==> src/design/ica_pkg.sv <==
package ica_pkg;

    localparam logic KIND_BYTE  = 1'b0;
    localparam logic KIND_EMPTY = 1'b1;

    typedef struct packed {
        logic        kind;
        logic [7:0]  data_byte;
        logic        first;
        logic        last;
        logic        start_odd;
        logic [31:0] init_sum;
    } t_item;

    typedef struct packed {
        logic full;
        logic nonempty;
    } t_qstat;

endpackage

==> src/design/ica_fifo.sv <==
module ica_fifo #(
    parameter int DEPTH = 4
) (
    input  logic             i_clk,
    input  logic             i_rst_n,
    input  logic             i_push,
    input  ica_pkg::t_item   i_item,
    input  logic             i_pop,
    output ica_pkg::t_item   o_item,
    output ica_pkg::t_qstat  o_qstat
);

    localparam int AW = $clog2(DEPTH);
    localparam int CW = $clog2(DEPTH + 1);

    ica_pkg::t_item r_mem [DEPTH];
    logic [AW-1:0]  r_wptr, n_wptr;
    logic [AW-1:0]  r_rptr, n_rptr;
    logic [CW-1:0]  r_cnt, n_cnt;

    always_comb begin
        n_wptr = r_wptr;
        n_rptr = r_rptr;
        n_cnt  = r_cnt;
        if (i_push) begin
            n_wptr = (r_wptr == AW'(DEPTH - 1)) ? '0 : r_wptr + 1'b1;
        end
        if (i_pop) begin
            n_rptr = (r_rptr == AW'(DEPTH - 1)) ? '0 : r_rptr + 1'b1;
        end
        unique case ({i_push, i_pop})
            2'b10:   n_cnt = r_cnt + 1'b1;
            2'b01:   n_cnt = r_cnt - 1'b1;
            default: n_cnt = r_cnt;
        endcase
    end

    always_ff @(posedge i_clk) begin
        if (!i_rst_n) begin
            r_wptr <= '0;
            r_rptr <= '0;
            r_cnt  <= '0;
        end else begin
            r_wptr <= n_wptr;
            r_rptr <= n_rptr;
            r_cnt  <= n_cnt;
        end
    end

    always_ff @(posedge i_clk) begin
        if (i_push) begin
            r_mem[r_wptr] <= i_item;
        end
    end

    assign o_item           = r_mem[r_rptr];
    assign o_qstat.full     = (r_cnt == CW'(DEPTH));
    assign o_qstat.nonempty = (r_cnt != '0);

endmodule

==> src/design/ica_front.sv <==
module ica_front (
    input  logic            i_clk,
    input  logic            i_rst_n,
    input  logic            i_valid,
    output logic            o_ready,
    input  logic [7:0]      i_data_byte,
    input  logic            i_first,
    input  logic            i_last,
    input  logic            i_start_odd,
    input  logic [31:0]     i_init_sum,
    input  logic            i_empty_req,
    input  ica_pkg::t_qstat i_qstat,
    output logic            o_push,
    output ica_pkg::t_item  o_item
);

    logic           r_vld, n_vld;
    ica_pkg::t_item r_item;
    logic           accept;

    assign o_push  = r_vld && !i_qstat.full;
    assign o_ready = !r_vld || !i_qstat.full;
    assign accept  = i_valid && o_ready;

    always_comb begin
        n_vld = r_vld;
        if (accept) begin
            n_vld = 1'b1;
        end else if (o_push) begin
            n_vld = 1'b0;
        end
    end

    always_ff @(posedge i_clk) begin
        if (!i_rst_n) begin
            r_vld <= 1'b0;
        end else begin
            r_vld <= n_vld;
        end
    end

    always_ff @(posedge i_clk) begin
        if (accept) begin
            r_item.kind      <= i_empty_req ? ica_pkg::KIND_EMPTY : ica_pkg::KIND_BYTE;
            r_item.data_byte <= i_data_byte;
            r_item.first     <= i_first;
            r_item.last      <= i_last;
            r_item.start_odd <= i_start_odd;
            r_item.init_sum  <= i_init_sum;
        end
    end

    assign o_item = r_item;

endmodule

==> src/design/ica_back.sv <==
module ica_back (
    input  logic            i_clk,
    input  logic            i_rst_n,
    input  ica_pkg::t_qstat i_qstat,
    input  ica_pkg::t_item  i_item,
    output logic            o_pop,
    output logic            o_valid,
    input  logic            i_ready,
    output logic [31:0]     o_checksum
);

    logic [31:0] r_acc;
    logic        r_high_lane;
    logic        r_swap;

    logic        r_fold_vld;
    logic        r_fold_raw;
    logic        r_fold_swap;
    logic [31:0] r_fold_sum;

    logic        r_out_vld;
    logic [31:0] r_out;

    logic        out_free;
    logic        fold_free;
    logic        is_empty;
    logic        produces;
    logic [31:0] base;
    logic        lane;
    logic        swap;
    logic [31:0] addend;
    logic [31:0] sum;
    logic [16:0] fold1;
    logic [15:0] fold2;
    logic [15:0] swapped;
    logic [31:0] result;

    assign out_free  = !r_out_vld || i_ready;
    assign fold_free = !r_fold_vld || out_free;
    assign is_empty  = (i_item.kind == ica_pkg::KIND_EMPTY);
    assign produces  = is_empty || i_item.last;
    assign o_pop     = i_qstat.nonempty && (!produces || fold_free);

    assign base   = i_item.first ? i_item.init_sum : r_acc;
    assign lane   = i_item.first ? i_item.start_odd : r_high_lane;
    assign swap   = i_item.first ? i_item.start_odd : r_swap;
    assign addend = lane ? {16'b0, i_item.data_byte, 8'b0} : {24'b0, i_item.data_byte};
    assign sum    = base + addend;

    always_ff @(posedge i_clk) begin
        if (!i_rst_n) begin
            r_acc       <= '0;
            r_high_lane <= 1'b0;
            r_swap      <= 1'b0;
        end else if (o_pop && !is_empty) begin
            if (i_item.last) begin
                r_acc       <= '0;
                r_high_lane <= 1'b0;
                r_swap      <= 1'b0;
            end else begin
                r_acc       <= sum;
                r_high_lane <= !lane;
                r_swap      <= swap;
            end
        end
    end

    always_ff @(posedge i_clk) begin
        if (!i_rst_n) begin
            r_fold_vld <= 1'b0;
            r_out_vld  <= 1'b0;
        end else begin
            if (fold_free) begin
                r_fold_vld <= o_pop && produces;
            end
            if (out_free) begin
                r_out_vld <= r_fold_vld;
            end
        end
    end

    always_ff @(posedge i_clk) begin
        if (fold_free) begin
            r_fold_raw  <= is_empty;
            r_fold_swap <= swap;
            r_fold_sum  <= is_empty ? i_item.init_sum : sum;
        end
        if (out_free) begin
            r_out <= result;
        end
    end

    assign fold1   = {1'b0, r_fold_sum[15:0]} + {1'b0, r_fold_sum[31:16]};
    assign fold2   = fold1[15:0] + {15'b0, fold1[16]};
    assign swapped = r_fold_swap ? {fold2[7:0], fold2[15:8]} : fold2;
    assign result  = r_fold_raw ? r_fold_sum : {16'b0, swapped};

    assign o_valid    = r_out_vld;
    assign o_checksum = r_out;

endmodule

==> src/design/internet_checksum_accumulator.sv <==
// Internet checksum accumulator (RFC 1071 style) that takes one buffer byte per
// transaction and returns the folded 16-bit sum, byte-swapped for a buffer that starts at an
// odd address, without the final complement; a zero-length request returns its starting sum
// unchanged. It sustains one byte per clock cycle unless a stalled result blocks the queue, a
// rate set by the single 32-bit add of the running sum in the back end. An input register
// and a short queue separate the intake from the adder, and the fold stage and the output
// register let new bytes enter while a result waits.
module internet_checksum_accumulator #(
    parameter int QUEUE_DEPTH = 4
) (
    input  logic        i_clk,
    input  logic        i_rst_n,
    input  logic        i_valid,
    output logic        o_ready,
    input  logic [7:0]  i_data_byte,
    input  logic        i_first,
    input  logic        i_last,
    input  logic        i_start_odd,
    input  logic [31:0] i_init_sum,
    input  logic        i_empty_req,
    output logic        o_valid,
    input  logic        i_ready,
    output logic [31:0] o_checksum
);

    ica_pkg::t_qstat qstat;
    ica_pkg::t_item  push_item;
    ica_pkg::t_item  head_item;
    logic            push;
    logic            pop;

    ica_front u_front (
        .i_clk       (i_clk),
        .i_rst_n     (i_rst_n),
        .i_valid     (i_valid),
        .o_ready     (o_ready),
        .i_data_byte (i_data_byte),
        .i_first     (i_first),
        .i_last      (i_last),
        .i_start_odd (i_start_odd),
        .i_init_sum  (i_init_sum),
        .i_empty_req (i_empty_req),
        .i_qstat     (qstat),
        .o_push      (push),
        .o_item      (push_item)
    );

    ica_fifo #(
        .DEPTH (QUEUE_DEPTH)
    ) u_fifo (
        .i_clk   (i_clk),
        .i_rst_n (i_rst_n),
        .i_push  (push),
        .i_item  (push_item),
        .i_pop   (pop),
        .o_item  (head_item),
        .o_qstat (qstat)
    );

    ica_back u_back (
        .i_clk      (i_clk),
        .i_rst_n    (i_rst_n),
        .i_qstat    (qstat),
        .i_item     (head_item),
        .o_pop      (pop),
        .o_valid    (o_valid),
        .i_ready    (i_ready),
        .o_checksum (o_checksum)
    );

endmodule

==> config.mk <==
export PLATFORM = sky130hd
export DESIGN_NAME = internet_checksum_accumulator
export DESIGN_NICKNAME = d
export VERILOG_FILES = /design/src/design/ica_pkg.sv /design/src/design/ica_fifo.sv /design/src/design/ica_front.sv /design/src/design/ica_back.sv /design/src/design/internet_checksum_accumulator.sv
export SDC_FILE = /design/constraint.sdc
export NUM_CORES = 1
export LEC_CHECK = 0
export BUFFER_PORTS_ARGS = -buffer_cell sky130_fd_sc_hd__clkbuf_2
export CAP_MARGIN = 20
export CORE_ASPECT_RATIO = 1.2
export CORE_MARGIN = 2
export CORE_UTILIZATION = 50
export DETAILED_ROUTE_END_ITERATION = 10
export PLACE_DENSITY = 0.67
export SYNTH_ARGS = -nofsm -noshare
export SYNTH_HDL_FRONTEND = slang
export SYNTH_HIERARCHICAL = 1
export SYNTH_SLANG_ARGS = --single-unit
export TNS_END_PERCENT = 5
==> constraint.sdc <==
create_clock -name i_clk -period 14.3 [get_ports i_clk]
set_clock_uncertainty 0.15 [all_clocks]
set_input_delay 1.43 -clock i_clk [delete_from_list [all_inputs] [get_ports i_clk]]
set_output_delay 1.43 -clock i_clk [all_outputs]
set_load 0.02 [all_outputs]
==> metrics.csv <==
stage,metric,value,unit
critical_path,critPathMaxStageDelay,0.67,ns
route,drt_iter0_drc,728,
final_layout,diodes,0,
logic_synthesis,synth_edf_count,286,
critical_path,reg2reg_setup_slack,8.88,ns
final_layout,post-route-util,57.2,%
critical_path,critical_path.most_common_cell,buf_4,
sta,fmax,184,MHz
sta,hold_viol,0,
clock_network,cts_made_buffers,35,
logic_synthesis,syn_nets,1218,
run,drv_cap,0,
route,route.detailed.drc,0,
status,status,"finished, final reports clean",
sta,slew_viol_final,0,
floorplanning,start_util,50.8,%
critical_path,critPathRequiredTime,14.38,ns
route,drt-total-wl,31.2,mm
min_path,hold_class,flip-flop to flip-flop,
route,vias,9383,
critical_path,crit_family,buffers and inverters,
global_route,antenna_found_initial,0,
sta,relSlewSlack,39.6,%
logic_synthesis,avgSynthCellArea,13.7,um^2
clock_network,cts_max_level,2,
sta,rsz0062_at_grt,false,
critical_path,end_kind,flip-flop,
global_route,grt_pass1_vias,9250,
pwr,p_sw_share,37.7,%
critical_path,critical_path_class,flip-flop to flip-flop,
place,place_hpwl,21.2,mm
clock_network,insertion_delay,0.52,ns
logic_synthesis,async_flop_share,0,%
final_layout,layout-drive-gt1-share,19.3,%
clock_network,postCtsHoldBufs,0,
floorplanning,core,30500,um^2
pwr,p_int,0.00253,W
clock_network,clock_path_buffers,3,
route,wl_per_cell,19.2,um
critical_path,r2r-end,u_back/r_fold_sum[30],
clock_network,post_cts_resized,0,
pwr,ir_drop,124,uV
pwr,seqPwrFrac,34.1,%
sta,period_needed,5.42,ns
pwr,switchingPower,0.00153,W
route,first_pass_iters,5,
logic_synthesis,syn_inst,1127,
logic_synthesis,ys.flop_type,edfxtp_1,
sta,tns,0,ns
final_layout,syn2layout_area_growth,12.7,%
global_route,grtUsageTotal,19.9,%
floorplanning,num_io_pins,82,
sta,worst_pin_slew,0.906,ns
final_layout,layout.cells.non_filler,1627,
final_layout,fill_cells,2446,
critical_path,cpMaxStageDelayCell,buf_4,
critical_path,worstPathMaxFanout,73,
logic_synthesis,syn-cell-area,15500,um^2
critical_path,start_kind,flip-flop,
critical_path,cp.arrival,5.50,ns
pwr,pwr-share-comb,43.3,%
route,drtAntennaViolNets,0,
global_route,grt_pass1_wl,49.9,mm
clock_network,path_clk_slew,0.06,ns
route,viasPerCell,5.77,
logic_synthesis,yosysUniqueCellTypes,76,
place,dp.cells,1563,
pwr,p_clk_share,22.5,%
pwr,power.density,232,nW/um^2
final_layout,nets,1297,
clock_network,cts.sink_count,332,
pwr,power.total,0.00406,W
clock_network,cts_root_buf,clkbuf_16,
sta,setup_viol,0,
critical_path,rr_worst_depth,16,
min_path,hold-path-endpoint,u_back/r_acc[18],
floorplanning,chipHeight,197,um
critical_path,crit_chain,"buf_4, mux4_2, buf_4, mux2i_1, buf_4, nor2b_1, ha_1, nand4_1, or3_1, a211oi_1, a311oi_2, buf_4, or4_1, xnor2_1, o22ai_1, a21oi_1",
clock_network,cts_setup_buffers,0,
floorplanning,rows,70,
sta,period_share,37.9,%
sta,hold_slack,0.311,ns
pwr,p_leak,6.39,nW
critical_path,critPathBufInv,4,
logic_synthesis,ys_seq_area_share,61.4,%
floorplanning,die-area,32400,um^2
global_route,grt_max_degree,74,
min_path,hold_depth,2,
global_route,grt-ovfl-total,0,
clock_network,cts_tree,done,
min_path,hp-start,u_back/r_acc[18],
logic_synthesis,synth_warnings,6,
floorplanning,die_w,165,um
place,port-buffer-count,81,
place,gp_congestion,0.947,
logic_synthesis,ys_ff_latch,332,
==> sequential cells by signal, summed over array words and instances, names as in the netlist, 2 cells and up, named ones only <==
signal / count
u_front/o_item: 44
u_back/o_checksum: 32
u_fifo/r_wptr: 2
u_back/r_acc: 32
u_fifo/r_cnt: 3
u_fifo/r_mem: 176
u_back/r_fold_sum: 32
u_fifo/r_rptr: 2
==> layout make-up <==
type | instances | area (um^2) | area share [%]
Tap cell | 396 | 495 | 2.84
Clock inverter | 20 | 225 | 1.29
Multi-Input combinational cell | 712 | 5590 | 32.1
Inverter | 27 | 101 | 0.581
Sequential cell | 332 | 9510 | 54.5
Clock buffer | 42 | 955 | 5.47
Timing Repair Buffer | 98 | 566 | 3.24
==> Yosys cell counts, drive strengths merged (8+ instances only) <==
master	count	share of area, %
edfxtp	286	55
nand2	81	2.0
o21ai	68	2.2
dfxtp	46	5.9
nor2	45	1.1
mux4	44	6.5
a21oi	43	1.4
clkbuf	42	1.0
ha	40	3.2
xnor2	38	2.1
and2	34	1.4
nor2b	28	1.1
xor2	28	1.7
nand3	27	0.91
inv	26	0.63
mux2	25	1.8
a21o	22	1.1
a22oi	21	1.0
mux2i	20	1.3
nor3	20	0.78
buf	14	0.86
o22ai	13	0.53
and3	9	0.36
nand4	9	0.36
a31oi	8	0.32
nor4	8	0.36
o21a	8	0.39
or3	8	0.32
==> kinds of logic after synthesis <==
logic type	count (synthesis)	share of synthesized area, %
AOI/OAI and AO/OA	221	9.09
xor gates and xnor gates	66	3.83
adders and majority gates	43	3.62
buffers and inverters	83	2.54
DFF	332	61.4
muxes	89	9.61
and+or+nand+nor	293	9.89
==> power groups by stage <==
stage | clock network [W] | registers (W) | logic, W
floorplan | 0 | 0.00140 | 0.00131
global placement | 0 | 0.00140 | 0.00172
detailed placement | 0 | 0.00141 | 0.00174
CTS | 0.000937 | 0.00139 | 0.00175
global route | 0.000974 | 0.00140 | 0.00194
finish | 0.000914 | 0.00138 | 0.00176
==> worst register-to-register path: stages, from the launching register on <==
cell      delay (ns)
dfxtp_2         0.31
buf_4           0.52
mux4_2          0.33
buf_4           0.67
mux2i_1         0.27
buf_4           0.24
nor2b_1         0.07
ha_1            0.43
nand4_1         0.17
or3_1           0.39
a211oi_1        0.27
a311oi_2        0.07
buf_4           0.21
or4_1           0.67
xnor2_1         0.18
o22ai_1         0.13
a21oi_1         0.06
==> cell usage in the layout, fill, tap and decap left out, types with 28 or more instances in the layout <==
master,n
ha_1,40
a21oi_1,42
mux4_2,40
nor2b_1,28
clkbuf_2,81
and2_1,29
edfxtp_1,286
clkbuf_16,37
xnor2_1,38
dfxtp_1,44
nand2_1,80
o21ai_0,64
nor2_1,45
==> how the worst max path moves through the flow <==
stage	from	endpoint	slack (ns)	depth (start not counted)
floorplan	flip-flop	u_back/r_fold_sum[31]	9.06	19
global placement	flip-flop	u_back/r_fold_sum[30]	8.97	16
detailed placement	flip-flop	u_back/r_fold_sum[30]	8.87	16
CTS	flip-flop	u_back/r_fold_sum[30]	8.86	16
global route	flip-flop	u_back/r_fold_sum[30]	8.50	16
finish	flip-flop	u_back/r_fold_sum[30]	8.88	16
==> stage by stage <==
stage	cell area [um^2]	worst slack [ns]
after floorplan	15500	9.06
after global placement	16200	8.97
after detailed placement	16200	8.87
after CTS	17400	8.86
after global routing	17400	8.50
final	17400	8.88
==> metal layers <==
metal | vias up | GRT usage (%) | wire [um] | share of wire, %
met5 | - | 0 | 0 | 0
met4 | 0 | 7.18 | 970 | 3.1
met3 | 61 | 2.84 | 1440 | 4.6
met2 | 270 | 32.7 | 15000 | 48
met1 | 4580 | 27.1 | 13800 | 44
li1 | 4472 | - | - | -
Note: power is estimated with default switching activity, not from simulation.
